`config.mk`:
```
export PLATFORM = sky130hd
export DESIGN_NAME = priority_interrupt_controller_regs
export DESIGN_NICKNAME = d
export VERILOG_FILES = /design/src/sv/picr_pkg.sv /design/src/sv/priority_interrupt_controller_regs.sv
export SDC_FILE = /design/constraint.sdc
export NUM_CORES = 1
export LEC_CHECK = 0
export BUFFER_PORTS_ARGS = -buffer_cell sky130_fd_sc_hd__buf_4
export CAP_MARGIN = 10
export CORE_ASPECT_RATIO = 1.4
export CORE_MARGIN = 1.5
export CORE_UTILIZATION = 35
export CTS_CLUSTER_DIAMETER = 50
export DETAILED_ROUTE_END_ITERATION = 8
export PLACE_DENSITY_LB_ADDON = 0.2
export RECOVER_POWER = 25
export SYNTH_ARGS = -nofsm -noshare
export SYNTH_HDL_FRONTEND = slang
export SYNTH_SLANG_ARGS = --single-unit
```
`constraint.sdc`:
```
create_clock -name clk -period 3 [get_ports clk]
set_input_delay 0.15 -clock clk [delete_from_list [all_inputs] [get_ports clk]]
set_output_delay 0.15 -clock clk [all_outputs]
set_load 0.02 [all_outputs]
```
`src/sv/picr_pkg.sv`:
```
// Shared types, register offsets and reset values of the priority interrupt register block.
package picr_pkg;

	// Source count limits
	localparam int MAX_SOURCES     = 15;
	localparam int NUM_SOURCES_DEF = 15;

	// Stream payload widths, padded to whole bytes
	localparam int S_TDATA_W = 40;
	localparam int M_TDATA_W = 40;

	// Item kinds carried on tuser
	typedef enum logic [1:0] {
		OP_READ  = 2'd0,
		OP_WRITE = 2'd1,
		OP_LINES = 2'd2,
		OP_TICK  = 2'd3
	} op_t;

	// Register map, byte offsets
	localparam logic [12:0] OFS_LEVEL_LAST  = 13'h00E;
	localparam logic [12:0] OFS_STAT        = 13'h200;
	localparam logic [12:0] OFS_ROM_CONTROL = 13'h204;
	localparam logic [12:0] OFS_CNT_CTRL    = 13'h205;
	localparam logic [12:0] OFS_ACK         = 13'h207;
	localparam logic [12:0] OFS_CNT         = 13'h208;

	// Source cleared by the acknowledge register and set or cleared by its level write
	localparam int ACK_SOURCE = 10;

	// Reset values
	localparam logic [7:0] ROM_CONTROL_RESET = 8'h0d;
	localparam logic [2:0] LEVEL_RESET [MAX_SOURCES] = '{
		3'd2, 3'd2, 3'd2, 3'd2, 3'd2, 3'd2, 3'd1, 3'd4,
		3'd2, 3'd2, 3'd0, 3'd1, 3'd3, 3'd1, 3'd7
	};

	// One input item
	typedef struct packed {
		op_t         op;
		logic [12:0] offset;
		logic [7:0]  write_data;
		logic [14:0] source_mask;
		logic        source_active;
	} item_t;

	// One result item
	typedef struct packed {
		logic [7:0]  read_data;
		logic [2:0]  highest_level;
		logic [14:0] pending_mask;
		logic        cpu_notify;
		logic        rom_write_strobe;
		logic [7:0]  rom_write_value;
	} res_t;

endpackage

```
`src/sv/priority_interrupt_controller_regs.sv`:
```
// Priority interrupt controller register block: bus decode, pending state, level max, tick counter.
//
//  port group  dir  payload (low bit first)                                     transfer when
//  s_*         in   tuser: op; tdata: offset, write_data, source_mask,           s_tvalid & s_tready
//                   source_active
//  m_*         out  tdata: read_data, highest_level, pending_mask, cpu_notify,   m_tvalid & m_tready
//                   rom_write_strobe, rom_write_value
//
// Every item goes from the input transfer into the input register, then through decode, state update
// and the per-level pending max into the result register. One item is accepted per cycle while the
// result register is free or being taken; the throughput is set by the single read-modify-write of
// the register state. A stalled result holds its register while the input register still takes one
// more item. Reset restores the level table, ROM control 0x0d and clears the rest.
module priority_interrupt_controller_regs #(
	parameter int NUM_SOURCES = picr_pkg::NUM_SOURCES_DEF
) (
	input  logic                           clk,
	input  logic                           arst_n,
	input  logic                           s_tvalid,
	output logic                           s_tready,
	input  logic [picr_pkg::S_TDATA_W-1:0] s_tdata,  // offset, write_data, source_mask, source_active
	input  logic [1:0]                     s_tuser,  // op
	output logic                           m_tvalid,
	input  logic                           m_tready,
	output logic [picr_pkg::M_TDATA_W-1:0] m_tdata   // read_data, highest_level, pending_mask,
	                                                 // cpu_notify, rom_write_strobe, rom_write_value
);
	import picr_pkg::*;

	localparam int LVL_W = $clog2(NUM_SOURCES);
	localparam logic [NUM_SOURCES-1:0] ACK_BIT = NUM_SOURCES'(1) << ACK_SOURCE;

	// Input register
	logic  valid_s1;
	item_t item_s1;
	logic  advance;

	// Result register
	logic  out_valid_q;
	res_t  res_q;

	// Register state
	logic [2:0]             levels_q [NUM_SOURCES];
	logic [NUM_SOURCES-1:0] pend_q;
	logic [7:0]             rom_q;
	logic [7:0]             cnt_ctrl_q;
	logic [63:0]            cnt_q;

	// Next state
	logic [2:0]             levels_d [NUM_SOURCES];
	logic [NUM_SOURCES-1:0] pend_d;
	logic [7:0]             rom_d;
	logic [7:0]             cnt_ctrl_d;
	logic [63:0]            cnt_d;
	res_t                   res_d;

	// Decode helpers
	logic [LVL_W-1:0]       lvl_idx;
	logic                   lvl_hit;
	logic                   stat_hit;
	logic                   cnt_hit;
	logic [31:0]            pend32;
	logic [31:0]            clr32;
	logic [NUM_SOURCES-1:0] smask;
	logic [7:0]             lvl_any;

	// Handshake: the input register moves on whenever the result register is free or its result is taken
	assign advance  = valid_s1 && (!out_valid_q || m_tready);
	assign s_tready = !valid_s1 || advance;
	assign m_tvalid = out_valid_q;
	assign m_tdata  = M_TDATA_W'({res_q.rom_write_value, res_q.rom_write_strobe,
	                              res_q.cpu_notify, res_q.pending_mask,
	                              res_q.highest_level, res_q.read_data});

	// Address decode
	assign lvl_idx  = item_s1.offset[LVL_W-1:0];
	assign lvl_hit  = (item_s1.offset <= OFS_LEVEL_LAST) && (item_s1.offset < 13'(NUM_SOURCES));
	assign stat_hit = (item_s1.offset[12:2] == OFS_STAT[12:2]);
	assign cnt_hit  = (item_s1.offset[12:3] == OFS_CNT[12:3]);
	assign pend32   = 32'(pend_q);
	assign clr32    = 32'(item_s1.write_data) << {~item_s1.offset[1:0], 3'b000};
	assign smask    = item_s1.source_mask[NUM_SOURCES-1:0];

	// Item execution
	always_comb begin
		levels_d   = levels_q;
		pend_d     = pend_q;
		rom_d      = rom_q;
		cnt_ctrl_d = cnt_ctrl_q;
		cnt_d      = cnt_q;
		res_d      = '0;
		case (item_s1.op)
			OP_READ: begin
				if (lvl_hit) begin
					res_d.read_data = 8'(levels_q[lvl_idx]);
				end else if (stat_hit) begin
					res_d.read_data = pend32[{~item_s1.offset[1:0], 3'b000} +: 8];
				end else if (item_s1.offset == OFS_ROM_CONTROL) begin
					res_d.read_data = rom_q;
				end else if (item_s1.offset == OFS_CNT_CTRL) begin
					res_d.read_data = cnt_ctrl_q;
				end else if (item_s1.offset == OFS_ACK) begin
					pend_d = pend_q & ~ACK_BIT;
				end else if (cnt_hit) begin
					res_d.read_data = cnt_q[{~item_s1.offset[2:0], 3'b000} +: 8];
				end
			end
			OP_WRITE: begin
				if (lvl_hit) begin
					levels_d[lvl_idx] = item_s1.write_data[2:0];
					if (item_s1.offset == 13'(ACK_SOURCE)) begin
						pend_d = (item_s1.write_data[2:0] != 3'd0) ? (pend_q | ACK_BIT)
						                                            : (pend_q & ~ACK_BIT);
					end else begin
						res_d.cpu_notify = 1'b1;
					end
				end else if (stat_hit) begin
					pend_d = pend_q & ~clr32[NUM_SOURCES-1:0];
				end else if (item_s1.offset == OFS_ROM_CONTROL) begin
					rom_d                  = item_s1.write_data;
					res_d.rom_write_strobe = 1'b1;
					res_d.cpu_notify       = 1'b1;
				end else if (item_s1.offset == OFS_CNT_CTRL) begin
					cnt_ctrl_d = item_s1.write_data;
				end else if (item_s1.offset == OFS_ACK) begin
					pend_d = pend_q & ~ACK_BIT;
				end
			end
			OP_LINES: begin
				pend_d = item_s1.source_active ? (pend_q | smask) : (pend_q & ~smask);
			end
			OP_TICK: begin
				if (!cnt_ctrl_q[0]) begin
					cnt_d = cnt_q + 64'd1;
				end
			end
			default: begin
				res_d = '0;
			end
		endcase

		// Any change of the pending bits notifies the CPU
		if (pend_d != pend_q) begin
			res_d.cpu_notify = 1'b1;
		end

		// Highest pending level: one OR term per level, then a short priority pick
		lvl_any = '0;
		for (int s = 0; s < NUM_SOURCES; s++) begin
			if (pend_d[s]) begin
				lvl_any[levels_d[s]] = 1'b1;
			end
		end
		for (int l = 1; l < 8; l++) begin
			if (lvl_any[l]) begin
				res_d.highest_level = 3'(l);
			end
		end

		res_d.pending_mask    = 15'(pend_d);
		res_d.rom_write_value = rom_d;
	end

	// Control and state registers
	always_ff @(posedge clk or negedge arst_n) begin
		if (!arst_n) begin
			valid_s1    <= 1'b0;
			out_valid_q <= 1'b0;
			pend_q      <= '0;
			rom_q       <= ROM_CONTROL_RESET;
			cnt_ctrl_q  <= '0;
			cnt_q       <= '0;
			for (int s = 0; s < NUM_SOURCES; s++) begin
				levels_q[s] <= LEVEL_RESET[s];
			end
		end else begin
			if (s_tready) begin
				valid_s1 <= s_tvalid;
			end
			if (advance) begin
				out_valid_q <= 1'b1;
				pend_q      <= pend_d;
				rom_q       <= rom_d;
				cnt_ctrl_q  <= cnt_ctrl_d;
				cnt_q       <= cnt_d;
				levels_q    <= levels_d;
			end else if (m_tready) begin
				out_valid_q <= 1'b0;
			end
		end
	end

	// Payload registers
	always_ff @(posedge clk) begin
		if (s_tready && s_tvalid) begin
			item_s1.op            <= op_t'(s_tuser);
			item_s1.offset        <= s_tdata[12:0];
			item_s1.write_data    <= s_tdata[20:13];
			item_s1.source_mask   <= s_tdata[35:21];
			item_s1.source_active <= s_tdata[36];
		end
		if (advance) begin
			res_q <= res_d;
		end
	end

`ifndef NO_ASSERTIONS
	// A tick leaves the pending bits alone
	a_tick_keeps_pending: assert property (@(posedge clk) disable iff (!arst_n)
		advance && item_s1.op == OP_TICK |=> pend_q == $past(pend_q))
		else $error("tick changed pending bits");

	// A running counter advances by one per tick
	a_tick_counts: assert property (@(posedge clk) disable iff (!arst_n)
		advance && item_s1.op == OP_TICK && !cnt_ctrl_q[0] |=> cnt_q == $past(cnt_q) + 64'd1)
		else $error("counter did not advance on tick");

	// A ROM control strobe stores the written byte and raises notify
	a_rom_strobe: assert property (@(posedge clk) disable iff (!arst_n)
		advance && res_d.rom_write_strobe |=>
			rom_q == $past(item_s1.write_data) && res_q.cpu_notify)
		else $error("ROM control write not stored or not notified");
`endif

endmodule

```
==> results.toml <==
[worst_setup_path]
start_kind = "flip-flop"
critPathMaxFanout = 6
crit_arrival_ns = 3.61
crit_top_cell = "buf_6"
timing.rr.end = "m_tdata[10]"
worstReg2RegStart = "item_s1[36]"
cp-end-kind = "flip-flop"
cp_slowest_cell = "or4b_4"
critPathKind = "flip-flop to flip-flop"
path_cells = "buf_6 -> or4b_4 -> nor4_4 -> buf_6 -> a21o_4 -> a21oi_2 -> a21boi_2 -> a311o_1 -> or4_4 -> nor2_4 -> nand3_2"
worst_r2r_path_depth = 11
reg2reg_slack_ns = -0.30
required_ns = 3.31
cpPeakStageDelay_ns = 0.56

[hold_path]
worstHoldEndpoint = "m_tvalid"
hold_class = "input pin to flip-flop"
holdCritStartpoint = "m_tready"
min_path_cells = 4

[synth]
syn_inst = 1201
synth_edf_count = 75
avgSynthCellArea_um2 = 10.50
synthTopCellsByArea = "dfrtp_1 (24%), edfxtp_1 (18%), mux2_2 (5.1%)"
synth_top_area_cell = "dfrtp_1"
synthArstFlopShare_pct = 65.44
ys_top_cells_by_count = "dfrtp_1 (122), nor2_1 (107), nand2_1 (97)"
ys_ff_latch = 217
netlist_area_um2 = 12610
synthFlopType = "dfrtp_1"
post-synth-top-count-cell = "dfrtp_1"
synth_cell_types = 96
synth.top_cell.area_share_pct = 24.21
synth_warnings = 0
ys_seq_area_share_pct = 46.23

[sta]
finalCriticalPeriod_ns = 3.304
final_hold_viol_count = 0
timing.fmax_mhz = 302.7
skew_ns = 0.03028
tightest_slew_ns = 1.984
finalWorstSetupSlack_ns = -0.3040
hold_slack_ns = 0.1301
post-route-period-util_pct = 110.1
final_max_slew_viol_count = 67
slew-limit-headroom_pct = -32.24
setup_viol = 4
rsz0062_at_grt = "yes"

[route]
vias = 11475
drc = 0
ant_nets = 0
vias_per_cell = 5.549
avgRoutedWirePerCell_um = 25.00
first_pass_iters = 5
wirelength_um = 51700
drt-initial-drc-count = 802

[cts]
htreeDepth = 1
path_clk_slew_ns = 0.06
cts_tree = "yes"
clockBufferDepth = 3
clock_latency_ns = 0.57
cts_root_buffer = "clkbuf_16"
cts_made_buffers = 25
cts.sinks = 217

[cells_and_area]
fillers = 3366
stdcell_count = 2068
area_growth_pct = 39.71
drive_gt1_share_pct = 38.17
n_antenna_cell = 0
fin_nets = 1634

[floorplan]
rows = 82
core_area_um2 = 35700
die_h_um = 227.6
dieArea_um2 = 37190
die_x_um = 163.4
ios = 88
initial_core_util_pct = 35.32

[status]
status = "finished, violations left"
violations = "capacitance limit, slew limit, setup timing"

[global_route]
grt_pass1_vias = 11781
grt_max_degree = 67
antenna_found_initial = 0
grt.total_usage_pct = 28.18
overflow = 0
grt_first_pass_wirelength_um = 75770

[place]
dp_hpwl_um = 40130
dp.cells = 1946
gp_congestion = 0.9918
io_buffers = 80

[run]
drv_cap = 1

[pwr]
pwr_density_cell_nw_per_um2 = 500.9
peakVddDrop_v = 0.0005325
p_leak_nw = 7.363
==> how the worst max path moves through the flow <==
| stage | startpoint | to | slack [ns] | cells past startpoint |
|---|---|---|---|---|
| 3_3_place_gp | item_s1[31] | m_tdata[8] | -0.49 | 10 |
| 2_1_floorplan | item_s1[38] | m_tdata[10] | -0.09 | 9 |
| 5_1_grt | item_s1[24] | m_tdata[9] | -0.43 | 13 |
| 4_1_cts | item_s1[28] | m_tdata[10] | -0.28 | 11 |
| 3_5_place_dp | item_s1[35] | m_tdata[10] | -0.47 | 10 |
| 6_report | item_s1[36] | m_tdata[10] | -0.30 | 11 |
==> state kept, by name, summed over array words and instances, names as in the netlist <==
signal,flops
cnt_q,64
levels_q,45
m_tdata,36
item_s1,24
pend_q,15
smask,15
cnt_ctrl_q,8
rom_q,8
m_tvalid,1
valid_s1,1
==> per-layer routing <==
layer	part of all wire (%)	wire length [um]	global-route usage, %	vias to the layer above
li1	-	-	-	5263
met1	35	17980	28.87	5693
met2	54	27900	53.57	356
met3	3.9	1993	2.970	163
met4	7.4	3821	18.67	0
met5	0	0	0	-
==> report_power, final <==
part	internal, mW	switching [mW]
registers	3.36	0.233
logic	0.813	0.993
clock network	2.09	1.34
total	6.26	2.56
==> kinds of logic after synthesis <==
group,Yosys count,share of synthesized area [%]
adder cells (fa/ha/maj),1,0.09920
flip-flops,217,46.23
XOR/XNOR,63,4.375
AND/OR/NAND/NOR,484,21.30
multiplexers,134,14.04
other,1,0.02974
buffers and inverters,99,3.453
AO/OA/AOI/OAI,202,10.47
==> per-stage QoR <==
stage	TNS (ns)	power [mW]	worst slack [ns]	utilization, %	instance area [um2]
global placement	-4.980	5.236	-0.4906	43.49	15530
CTS	-1.978	8.819	-0.2781	48.25	17230
floorplan	-0.09040	4.300	-0.09040	-	12630
global route	-1.330	9.165	-0.4306	49.34	17620
detailed placement	-4.760	5.234	-0.4737	43.49	15530
finish	-0.8891	8.826	-0.3040	49.34	17620
==> layout make-up <==
class / instances / area, um2 / area share [%]
multi-input combinational: 889 / 6804 / 38.62
sequential: 217 / 5831 / 33.09
tap: 462 / 578.1 / 3.281
timing repair buffer: 411 / 3308 / 18.78
clock buffer: 26 / 639.4 / 3.629
inverter: 43 / 163.9 / 0.9303
clock inverter: 20 / 294.0 / 1.669
==> critical path, delay by kind of cell (launching register included) <==
family / cells / cell delay, ns
flops: 1 / 0.40
buf+inv: 2 / 0.31
compound gates: 4 / 0.71
simple gates: 5 / 1.62
==> placed cells by master (no fill, tap or decap), types with 28 or more instances in the layout <==
master	netlist	layout
dfrtp_1	122	122
nand4_1	39	39
dlygate4sd3_1	0	42
mux2_2	57	57
buf_4	4	305
nor2_1	107	105
o21ai_0	77	65
nand3_1	47	45
nand2_1	97	95
xnor2_1	48	48
clkbuf_4	1	36
inv_1	41	39
mux2i_1	47	34
edfxtp_1	75	75
mux4_2	28	28
==> what timing repair did <==
action,in CTS,in global routing
resized for setup,58,65
endpoints found under the setup margin,21,32
endpoints found under the hold margin,87,0
buffers inserted,13,20
cloned,1,0
pin swaps,25,31
hold buffers,42,0
Note: power is estimated with default switching activity, not from simulation.
